--- src/nvlf_pkg.sv ---
package nvlf_pkg;

  localparam int unsigned COORD_W    = 8;
  localparam int unsigned LABEL_W    = 6;
  localparam int unsigned PIX_W      = 8;
  localparam int unsigned DIM_W      = 9;
  localparam int unsigned CFG_DATA_W = 64;
  localparam int unsigned CFG_IDX_W  = 2;
  localparam int unsigned STATUS_W   = 2;

  // pixel word layout
  localparam int unsigned PIX_MISSING_BIT = 6;
  localparam int unsigned PIX_FILL_BIT    = 7;

  // request codes
  localparam logic REQ_LOAD  = 1'b0;
  localparam logic REQ_QUERY = 1'b1;

  // result status codes
  localparam logic [STATUS_W-1:0] ST_OWN          = 2'd0;
  localparam logic [STATUS_W-1:0] ST_FILLED       = 2'd1;
  localparam logic [STATUS_W-1:0] ST_OUT_OF_FRAME = 2'd2;

  // configuration register indexes
  localparam logic [CFG_IDX_W-1:0] REG_FRAME_WIDTH  = 2'd0;
  localparam logic [CFG_IDX_W-1:0] REG_FRAME_HEIGHT = 2'd1;
  localparam logic [CFG_IDX_W-1:0] REG_CLASS_MASK   = 2'd2;

  localparam logic [DIM_W-1:0]      FRAME_WIDTH_RST  = 9'd256;
  localparam logic [DIM_W-1:0]      FRAME_HEIGHT_RST = 9'd256;
  localparam logic [CFG_DATA_W-1:0] CLASS_MASK_RST   = 64'd0;

  // controller -> datapath
  typedef struct packed {
    logic accept;      // input transaction taken this cycle
    logic own_rd;      // own pixel word is on the RAM read port
    logic scan_issue;  // issue one window read, step offsets
    logic out_load;    // move pending result into output register
  } cmd_t;

  // datapath -> controller
  typedef struct packed {
    logic req_load;    // incoming transaction is a load
    logic req_oof;     // incoming query lies outside the frame
    logic own_fill;    // own pixel carries needs-fill
    logic scan_last;   // current offset is the last of the window
  } sts_t;

endpackage

--- src/nvlf_ctrl.sv ---
module nvlf_ctrl (
  input  logic               clk_i,
  input  logic               rst_ni,
  input  logic               in_valid_i,
  output logic               in_ready_o,
  output logic               out_valid_o,
  input  logic               out_ready_i,
  input  nvlf_pkg::sts_t     sts_i,
  output nvlf_pkg::cmd_t     cmd_o
);

  localparam logic [2:0] S_IDLE   = 3'd0;
  localparam logic [2:0] S_OWN    = 3'd1;
  localparam logic [2:0] S_SCAN   = 3'd2;
  localparam logic [2:0] S_DRAIN  = 3'd3;
  localparam logic [2:0] S_FINISH = 3'd4;

  logic [2:0] state_q, state_d;
  logic       out_valid_q, out_valid_d;

  assign in_ready_o  = (state_q == S_IDLE);
  assign out_valid_o = out_valid_q;

  always_comb begin
    state_d = state_q;
    cmd_o   = '0;
    unique case (state_q)
      S_IDLE: begin
        if (in_valid_i) begin
          cmd_o.accept = 1'b1;
          if (sts_i.req_load) begin
            state_d = S_IDLE;
          end else if (sts_i.req_oof) begin
            state_d = S_FINISH;
          end else begin
            state_d = S_OWN;
          end
        end
      end
      S_OWN: begin
        cmd_o.own_rd = 1'b1;
        state_d      = sts_i.own_fill ? S_SCAN : S_FINISH;
      end
      S_SCAN: begin
        cmd_o.scan_issue = 1'b1;
        if (sts_i.scan_last) begin
          state_d = S_DRAIN;
        end
      end
      S_DRAIN: begin
        state_d = S_FINISH;
      end
      S_FINISH: begin
        if (!out_valid_q || out_ready_i) begin
          cmd_o.out_load = 1'b1;
          state_d        = S_IDLE;
        end
      end
      default: begin
        state_d = S_IDLE;
      end
    endcase
  end

  always_comb begin
    if (cmd_o.out_load) begin
      out_valid_d = 1'b1;
    end else if (out_ready_i) begin
      out_valid_d = 1'b0;
    end else begin
      out_valid_d = out_valid_q;
    end
  end

  always_ff @(posedge clk_i or negedge rst_ni) begin
    if (!rst_ni) begin
      state_q     <= S_IDLE;
      out_valid_q <= 1'b0;
    end else begin
      state_q     <= state_d;
      out_valid_q <= out_valid_d;
    end
  end

endmodule

--- config.mk ---
export PLATFORM = sky130hd
export DESIGN_NAME = nvlf_ctrl
export DESIGN_NICKNAME = d
export VERILOG_FILES = /design/src/nvlf_pkg.sv /design/src/nvlf_ctrl.sv
export SDC_FILE = /design/constraint.sdc
export NUM_CORES = 1
export LEC_CHECK = 0
export ABC_AREA = 0
export BUFFER_PORTS_ARGS = -buffer_cell sky130_fd_sc_hd__buf_4
export CAP_MARGIN = 30
export CORE_AREA = 2 2 39 41
export DETAILED_ROUTE_END_ITERATION = 6
export DIE_AREA = 0 0 41 43
export REMOVE_ABC_BUFFERS = 1
export SLEW_MARGIN = 20
export SYNTH_ARGS = -nofsm -noshare
export SYNTH_HDL_FRONTEND = slang
export SYNTH_SLANG_ARGS = --single-unit
--- constraint.sdc ---
create_clock -name clk_i -period 1.2 [get_ports clk_i]
set_input_delay 0.06 -clock clk_i [delete_from_list [all_inputs] [get_ports clk_i]]
set_output_delay 0.06 -clock clk_i [all_outputs]
set_load 0.01 [all_outputs]
==> summary.txt, run 1 <==
Timing
  • Final worst clock skew: 0.00132 ns
  • Final slew viol count: 0
  • Slew @ Worst Pin: 0.209 ns
  • Final setup margin: -0.00794 ns
  • Post-Route Setup TNS: -0.00794 ns
  • Final setup violation count: 1
  • RSZ-0062 raised after global routing: yes
  • Max Clk Rate: 0.828 GHz
  • Fin. Hold Viols: 0
  • Max_slew headroom: 86.1%
  • Post-route minimum period: 1.21 ns
  • Fin crit share: 101%

Final layout
  • Synth-to-Final Area Change: 69.9%
  • Filler cells: 144
  • Final core occ: 34.7%
  • Filler-free cell count of the finished design: 66
  • Antenna cell count: 0
  • Most common cell after layout, fill and taps aside: buf_4
  • Area of the multi-input gates: 166 µm²
  • Design area: 480 µm²
  • Layout cells sized above 1: 68.0%
  • Register Area: 104 µm²
  • Layout Nets: 60
  • Most frequent cells in the layout: buf_4 (20), clkbuf_4 (3), dfrtp_2 (3)

Die
  • Rows: 14
  • I/O Pins: 14
  • Die Width: 41 µm
  • Die area: 1760 µm²
  • Initial Util: 20.4%
  • Core outline area: 1380 µm²
  • Chip Height: 43 µm

Setup path
  • Slowest-stage cell, CP: dfrtp_2
  • CP startpoint kind: flip-flop
  • Top delay family on crit path: flip-flops
  • Worst path arrival time: 1.32 ns
  • CP Capture Type: flip-flop
  • Worst Setup SP: state_q[0]$_DFFE_PN0P_
  • Buf/Inv on CP: 1
  • Critical path's largest stage delay: 0.45 ns
  • Worst-path fanout max: 6
  • Req. time, crit path: 1.31 ns
  • Setup slack, reg-to-reg: -0.008 ns
  • Reg-to-Reg Start: state_q[0]$_DFFE_PN0P_
  • CP cell instances: buf_4, nor2b_4, o32ai_2, o21ai_1
  • CP Class: reg2reg

Drt
  • Final wirelength: 817 µm
  • 1st-iter DRT viols: 2
  • DR vias: 284
  • Drc violations: 0
  • Routed Antenna Nets: 0
  • TritonRoute pass-1 iters: 4
  • DR WL/cell: 12.4 µm
  • Via/cell ratio: 4.30

Logic synthesis
  • Largest area contributor in the netlist: dfrtp_1
  • Ys Warns: 0
  • #FFs+latches synth: 4
  • Count of different cell masters after synthesis: 21
  • Async SR Flop Fraction: 100%
  • Mapped cell area: 283 µm²
  • Prevailing post-synth register cell: dfrtp_1
  • Synthesized area per cell: 9.43 µm²
  • Main area contributors after synthesis: dfrtp_1 (35%), buf_6 (8.0%), nor3b_1 (8.0%), a21oi_1 (5.3%), nor4b_2 (5.3%)
  • Post-synthesis sequential area ratio: 35.4%
  • Post-synth EDFFs: 0
  • Cell count after synthesis: 30
  • Share of the synthesized area in the top cell type: 35.4%

Placement
  • DP Wirelength: 426 µm
  • RePlAce Congestion: 0.662
  • I/O Buffers: 13
  • Placed Area: 365 µm²
  • Placed Cells: 55

Status
  • Failing checks: setup timing
  • Outcome: finished, violations left

Clock network
  • CTS Root Cell: clkbuf_4
  • TritonCTS clock tree: yes
  • CTS sink cnt: 4
  • H-tree Lvls: 1
  • Clock latency on the worst-skew pair: 0.23 ns
  • Clk buf depth: 2
  • Worst-path clk slew: 0.04 ns
  • CTS buffer count: 3

Global routing
  • Largest net degree at the start of global routing: 8
  • Overall Global Routing Usage: 8.47%
  • GRT overflow: 0
  • Antenna violations before repair: 0
  • Number of global-route vias before repair: 247
  • First-pass GRT wire length: 986 µm

Hold path
  • Worst Hold Class: in2reg
  • Worst Min Path Start: out_ready_i

Pwr
  • Leak: 0.218 nW
  • Gate power share: 57.4%
  • Switching Share: 38.3%
  • Reg power frac: 27.3%
  • Peak VDD IR: 0.000588 V
  • Clock share of power: 15.2%
  • Cell Int Power: 0.000679 W
  • NetSw: 0.000422 W
  • PD cells: 2290 nW/µm²

Job
  • Max Cap Viol: 0
power groups by stage:
stage                     logic, W  clock network, W  registers [W]
final                     0.000632          0.000168       0.000301
after global routing      0.000682          0.000179       0.000312
after CTS                 0.000513          0.000171       0.000290
after detailed placement  0.000401                 0       0.000305
after global placement    0.000401                 0       0.000299
after floorplan           0.000214                 0       0.000281
flip-flops by register name, summed over array words and instances (netlist names):
register,flops
out_valid_o,1
state_q,3
logic make-up (layout without fill, tap and decap cells):
logic type / Yosys count / after routing / synth area share, %
buf+inv: 6 / 26 / 15.0
compound gates: 6 / 6 / 11.9
flops: 4 / 4 / 35.4
simple gates: 14 / 14 / 37.6
what timing repair did:
action / CTS / global route
resized for setup: 4 / 5
hold buffers: 1 / 0
setup buffers: 4 / 3
setup endpoints to repair: 4 / 5
pin swaps: 1 / 3
endpoints found under the hold margin: 4 / 0
cells in the mapped netlist (2+ instances only):
| cell | number |
|---|---|
| buf_6 | 2 |
| nor3b_1 | 3 |
| inv_1 | 2 |
| dfrtp_1 | 4 |
| a21oi_1 | 3 |
stage by stage:
step	hold WS (ns)	power [W]	worst slack (ns)
6_report	0.0289	0.00110	-0.00794
3_5_place_dp	-0.143	0.000706	0.122
5_1_grt	0.0383	0.00117	-0.0707
4_1_cts	0.0273	0.000974	-0.00121
3_3_place_gp	-0.142	0.000700	0.123
2_1_floorplan	-0.236	0.000495	0.182
area by class of cell:
type                            instances  share of cell area (%)
Multi-Input combinational cell         20                    34.6
Timing Repair Buffer                   21                    33.3
Sequential cell                         4                    21.6
Clock buffer                            3                    4.69
Tap cell                               16                    4.17
Inverter                                2                    1.56
routing by layer:
metal  GRT usage (%)  up-vias  part of all wire (%)
met5               0        -                     0
met4            6.00        0                     0
met3            1.57        0                   4.4
met2            12.8        9                    53
met1            10.1      132                    43
li1                -      143                     -
path summary, 6_finish.rpt:
path	end	cells past startpoint
max reg2reg	state_q[2]$_DFFE_PN0P_	4
max	state_q[2]$_DFFE_PN0P_	4
min reg2reg	out_valid_o$_DFFE_PN0P_	2
min	out_valid_o$_DFFE_PN0P_	2
min in group asynchronous	state_q[1]$_DFFE_PN0P_	2
max in group asynchronous	state_q[2]$_DFFE_PN0P_	2
Power figures use the tool's default switching activity.
==> inputs of run 2 (changes only) <==
Settings changed: CORE_AREA 2 2 39 41 to 4 4 41 43, DIE_AREA 0 0 41 43 to 0 0 45 47, SLEW_MARGIN 20 to 15.
==> run 2 against run 1 <==
  * The run now ends clean
  * Global-route usage fell by 0.22 points
  * Maximum frequency rose by 2.0%
  * Critical path depth did not move
  * Critical endpoint is now cmd_o[0]
==> summary.txt, run 2 (synthesis results as in run 1) <==
Setup path
  • Top delay family on crit path: flip-flops
  • Req. time, crit path: 1.14 ns (-0.17 ns)
  • Reg-to-reg critical path endpoint: state_q[2]$_DFFE_PN0P_
  • Setup slack, reg-to-reg: 0.04 ns (+0.05 ns)
  • Buf/Inv on CP: 1 (unchanged)
  • CP Capture Type: primary output
  • Worst path arrival time: 1.12 ns (-0.20 ns)
  • CP Class: reg2out
  • CP cell instances: nor2_2, nand2_1, a21oi_2, buf_4
  • Reg-to-Reg Start: state_q[0]$_DFFE_PN0P_
  • Critical path's largest stage delay: 0.43 ns (-0.02 ns)
  • Worst-path fanout max: 5 (-1)
  • R2R cell count: 4 (unchanged)
  • CP startpoint kind: flip-flop
  • Slowest-stage cell, CP: dfrtp_2

Final layout
  • Most frequent cells in the layout: buf_4 (19), clkbuf_4 (3), dfrtp_2 (3)
  • Synth-to-Final Area Change: 67.7%
  • Design area: 474 µm² (-1.3%)
  • Antenna cell count: 0 (unchanged)
  • Most common cell after layout, fill and taps aside: buf_4
  • Final core occ: 36.4% (+1.7 points)
  • Filler cells: 142 (-1.4%)
  • Layout cells sized above 1: 68.0% (unchanged)
  • Max reg flops: 3 (unchanged)
  • Layout Nets: 60 (unchanged)
  • Biggest register: state_q

Timing
  • Final slew viol count: 0 (unchanged)
  • Post-route minimum period: 1.18 ns (-0.0240 ns)
  • Fin crit share: 98.7% (-2.0 points)
  • Final setup violation count: 0 (-1)
  • Final worst clock skew: 0.00694 ns (+0.00562 ns)
  • Max_slew headroom: 87.0% (+0.98 points)
  • Fin. Hold Viols: 0 (unchanged)
  • Max Clk Rate: 0.845 GHz (+2.0%)
  • RSZ-0062 raised after global routing: yes
  • WHS: 0.0351 ns (+0.00624 ns)
  • Slew @ Worst Pin: 0.194 ns (-0.0152 ns)

Drt
  • 1st-iter DRT viols: 10 (+8)
  • Via/cell ratio: 4.60 (+6.9%)
  • DR WL/cell: 11.9 µm (-3.8%)
  • Final wirelength: 774 µm (-5.3%)
  • DR vias: 299 (+5.3%)
  • TritonRoute pass-1 iters: 4 (unchanged)
  • Drc violations: 0 (unchanged)
  • Routed Antenna Nets: 0 (unchanged)

Status
  • Outcome: completed

Pwr
  • Leak: 0.218 nW (about the same)
  • Peak VDD IR: 0.000601 V (+2.2%)
  • PD cells: 2250 nW/µm² (-1.7%)

Clock network
  • CTS buffer count: 3 (unchanged)
  • H-tree Lvls: 1 (unchanged)
  • CTS sink cnt: 4 (unchanged)
  • TritonCTS clock tree: yes
  • Worst-path clk slew: 0.04 ns (about the same)
  • Clock latency on the worst-skew pair: 0.24 ns (about the same)
  • Clk buf depth: 2 (unchanged)
  • CTS Root Cell: clkbuf_4

Hold path
  • Worst Hold Depth: 2 (unchanged)
  • Hold Path Sink: out_valid_o$_DFFE_PN0P_
  • Worst Hold Class: in2reg
  • Worst Min Path Start: out_ready_i

Global routing
  • Largest net degree at the start of global routing: 11 (+3)
  • GRT overflow: 0 (unchanged)
  • Number of global-route vias before repair: 271 (+9.7%)
  • Overall Global Routing Usage: 8.25% (-0.22 points)
  • First-pass GRT wire length: 1110 µm (+13%)
  • Antenna violations before repair: 0 (unchanged)

Placement
  • I/O Buffers: 13 (unchanged)
  • RePlAce Congestion: 0.720 (+8.9%)
  • Placed Area: 364 µm² (-0.34%)

Die
  • Initial Util: 21.7% (+1.3 points)
  • Core outline area: 1300 µm² (-6.0%)
  • I/O Pins: 14 (unchanged)
  • Die area: 2120 µm² (+20%)
  • Rows: 13 (-1)
  • Die Width: 45 µm (+9.8%)
  • Chip Height: 47 µm (+9.3%)

Job
  • Max Cap Viol: 0 (unchanged)
run 2: through the flow:
| stage | total power [W] | setup slack (ns) | cells | setup TNS, ns |
|---|---|---|---|---|
| final | 0.00107 | 0.0161 | 65 | 0 |
| after global routing | 0.00116 | -0.0569 | 65 | -0.148 |
| after CTS | 0.00101 | -0.0172 | 63 | -0.0172 |
| after detailed placement | 0.000706 | 0.0944 | 54 | 0 |
| after global placement | 0.000702 | 0.123 | 54 | 0 |
| after floorplan | 0.000495 | 0.182 | 26 | 0 |
run 2: worst reg2reg max path, stage by stage (launching register included):
cell and delay, ns:
dfrtp_2 0.44, buf_4 0.15, nor2b_4 0.11, o32ai_2 0.23
o21ai_1 0.09
run 2: layout make-up:
type                    instances  area, µm²  area share [%]
well taps                      15       18.8            3.96
inverters                       2       7.51            1.58
clock buffers                   3       22.5            4.75
flip-flops and latches          4        104            21.9
multi-input cells              20        164            34.6
repair buffers                 21        158            33.2
run 2: how the worst max path moves through the flow:
stage,start,endpoint,slack (ns),cells past startpoint
3_3_place_gp,state_q[0]$_DFFE_PN0P_,state_q[2]$_DFFE_PN0P_,0.12,3
6_report,state_q[1]$_DFFE_PN0P_,cmd_o[0],0.02,4
3_5_place_dp,state_q[0]$_DFFE_PN0P_,state_q[2]$_DFFE_PN0P_,0.09,3
2_1_floorplan,state_q[0]$_DFFE_PN0P_,state_q[2]$_DFFE_PN0P_,0.18,3
4_1_cts,state_q[0]$_DFFE_PN0P_,cmd_o[0],-0.02,4
5_1_grt,state_q[1]$_DFFE_PN0P_,cmd_o[0],-0.06,4
run 2: timing repair:
item | in CTS | in global routing
hold buffers | 1 | 0
endpoints found under the hold margin | 4 | 0
buffers inserted | 5 | 2
setup endpoints to repair | 3 | 6
pin swaps | 0 | 0
gates resized for setup | 4 | 4
run 2: power breakdown:
group	switching, W	internal, W	total [W]
sequential	0.0000835	0.000196	0.000279
clock	0.0000568	0.000112	0.000169
combinational	0.000263	0.000356	0.000619
run 2: layer usage:
metal | wire length (µm) | global-route usage [%] | up-vias
met4 | 19 | 12.3 | 0
li1 | - | - | 144
met2 | 383 | 11.6 | 19
met3 | 50 | 1.15 | 2
met1 | 320 | 8.97 | 134
met5 | 0 | 0 | -
==> inputs of run 3 (changes only) <==
Settings changed: RECOVER_POWER set to 50.
==> run 3 against run 2 <==
  * Register-to-register slack about the same
  * Clock-buffer cell count unchanged
  * Utilization is 0.29 points lower
  * Maximum frequency fell by 0.53%
  * Sequential share of layout area increased by 0.17 points
  * Clock power about the same
  * Critical endpoint unchanged
  * Largest cell class unchanged
  * Largest power group unchanged
==> summary.txt, run 3 (synthesis results as in run 1) <==
Clock network
  • TritonCTS clock tree: yes
  • Worst-path clk slew: 0.04 ns (about the same)
  • CTS sink cnt: 4 (unchanged)
  • H-tree Lvls: 1 (unchanged)
  • CTS Root Cell: clkbuf_4
  • Clock latency on the worst-skew pair: 0.24 ns (about the same)
  • Clk buf depth: 2 (unchanged)
  • CTS buffer count: 3 (unchanged)

Hold path
  • Worst Hold Depth: 2 (unchanged)
  • Worst Hold Class: in2reg
  • Hold Path Sink: out_valid_o$_DFFE_PN0P_
  • Worst Min Path Start: out_ready_i

Final layout
  • Synth-to-Final Area Change: 66.4%
  • Most common cell after layout, fill and taps aside: buf_4
  • Most frequent cells in the layout: buf_4 (18), clkbuf_4 (3), dfrtp_2 (3)
  • Filler cells: 144 (+1.4%)
  • Layout Nets: 60 (unchanged)
  • Antenna cell count: 0 (unchanged)
  • Biggest register: state_q
  • Layout cells sized above 1: 66.0% (-2.0 points)
  • Max reg flops: 3 (unchanged)
  • Filler-free cell count of the finished design: 65 (unchanged)
  • Design area: 470 µm² (-0.79%)

Drt
  • TritonRoute pass-1 iters: 4 (unchanged)
  • Drc violations: 0 (unchanged)
  • DR vias: 291 (-2.7%)
  • 1st-iter DRT viols: 10 (unchanged)
  • Final wirelength: 768 µm (-0.78%)
  • DR WL/cell: 11.8 µm (-0.78%)
  • Routed Antenna Nets: 0 (unchanged)
  • Via/cell ratio: 4.48 (-2.7%)

Timing
  • Final worst clock skew: 0.00686 ns (-0.0000816 ns)
  • Fin crit share: 99.2% (+0.53 points)
  • Slew @ Worst Pin: 0.227 ns (+0.0332 ns)
  • Final setup violation count: 0 (unchanged)
  • Fin. Hold Viols: 0 (unchanged)
  • Max Clk Rate: 0.840 GHz (-0.53%)
  • Final slew viol count: 0 (unchanged)
  • Post-Route Setup TNS: 0 ns (unchanged)
  • Post-route minimum period: 1.19 ns (+0.00631 ns)
  • RSZ-0062 raised after global routing: yes
  • Final setup margin: 0.00978 ns (-0.00631 ns)
  • Max_slew headroom: 84.9% (-2.2 points)

Pwr
  • NetSw: 0.000405 W (+0.52%)
  • Switching Share: 38.0% (+0.17 points)
  • Gate power share: 58.0% (about the same)
  • PnR Total Power: 0.00107 W (about the same)
  • Peak VDD IR: 0.000604 V (+0.52%)
  • PD cells: 2270 nW/µm² (+0.87%)
  • Cell Int Power: 0.000663 W (-0.21%)
  • Reg power frac: 26.2% (about the same)
  • Leak: 0.215 nW (-1.7%)
  • Clock share of power: 15.8% (about the same)

Global routing
  • Largest net degree at the start of global routing: 11 (unchanged)
  • Overall Global Routing Usage: 8.25% (unchanged)
  • First-pass GRT wire length: 1110 µm (unchanged)
  • GRT overflow: 0 (unchanged)
  • Antenna violations before repair: 0 (unchanged)
  • Number of global-route vias before repair: 271 (unchanged)

Die
  • I/O Pins: 14 (unchanged)
  • Core outline area: 1300 µm² (unchanged)
  • Die area: 2120 µm² (unchanged)
  • Chip Height: 47 µm (unchanged)
  • Initial Util: 21.7% (unchanged)
  • Rows: 13 (unchanged)
  • Die Width: 45 µm (unchanged)

Placement
  • Placed Cells: 54 (unchanged)
  • Pre-CTS setup slack: 0.0944 ns (unchanged)
  • Placed Area: 364 µm² (unchanged)
  • RePlAce Congestion: 0.720 (unchanged)
  • I/O Buffers: 13 (unchanged)

Setup path
  • Worst path arrival time: 1.13 ns (about the same)
  • CP Capture Type: primary output
  • Worst-path fanout max: 5 (unchanged)
  • Setup slack, reg-to-reg: 0.05 ns (about the same)
  • Slowest-stage cell, CP: dfrtp_2
  • Critical path's largest stage delay: 0.43 ns (about the same)
  • Req. time, crit path: 1.14 ns (about the same)
  • CP cell instances: nor2_2, nand2_1, a21oi_2, buf_4
  • Reg-to-reg critical path endpoint: state_q[2]$_DFFE_PN0P_
  • Buf/Inv on CP: 1 (unchanged)
  • CP startpoint kind: flip-flop
  • R2R cell count: 4 (unchanged)
  • CP Class: reg2out
  • Top delay family on crit path: flip-flops
  • Reg-to-Reg Start: state_q[0]$_DFFE_PN0P_

Job
  • Max Cap Viol: 0 (unchanged)

Status
  • Outcome: completed
[run 3: power groups by stage]
| stage | Clock (W) | Sequential, W | Combinational [W] |
|---|---|---|---|
| 5_1_grt | 0.000194 | 0.000290 | 0.000675 |
| 3_5_place_dp | 0 | 0.000301 | 0.000405 |
| 3_3_place_gp | 0 | 0.000298 | 0.000404 |
| 4_1_cts | 0.000176 | 0.000283 | 0.000552 |
| 6_report | 0.000169 | 0.000280 | 0.000620 |
| 2_1_floorplan | 0 | 0.000281 | 0.000214 |
[run 3: worst max-delay path by stage]
stage	depth (start not counted)	to	from	slack [ns]
2_1_floorplan	3	state_q[2]$_DFFE_PN0P_	state_q[0]$_DFFE_PN0P_	0.18
3_3_place_gp	3	state_q[2]$_DFFE_PN0P_	state_q[0]$_DFFE_PN0P_	0.12
3_5_place_dp	3	state_q[2]$_DFFE_PN0P_	state_q[0]$_DFFE_PN0P_	0.09
4_1_cts	4	cmd_o[0]	state_q[0]$_DFFE_PN0P_	-0.02
5_1_grt	4	cmd_o[0]	state_q[1]$_DFFE_PN0P_	-0.06
6_report	4	cmd_o[0]	state_q[1]$_DFFE_PN0P_	0.01
[run 3: routing by layer]
layer  wire (µm)  GRT usage, %
met4          19          12.3
met2         378          11.6
met3          36          1.15
met5           0             0
met1         334          8.97
[run 3: area by class of cell]
cell class                      instances  area (µm²)  area share [%]
Clock buffer                            3        22.5            4.79
Inverter                                2        7.51            1.60
Timing Repair Buffer                   21         154            32.7
Sequential cell                         4         104            22.1
Tap cell                               15        18.8            3.99
Multi-Input combinational cell         20         164            34.8
[run 3: what timing repair did]
item	4_1_cts	5_1_grt
gates resized for setup	4	4
hold endpoints to repair	4	0
hold buffers	1	0
setup endpoints to repair	3	6
buffers inserted	5	2
[run 3: metrics by stage]
stage	util, %	hold slack (ns)
final	36.2	0.0343
after global routing	36.2	0.0354
after CTS	33.8	0.0240
after detailed placement	28.0	-0.140
after global placement	28.0	-0.142
after floorplan	-	-0.236
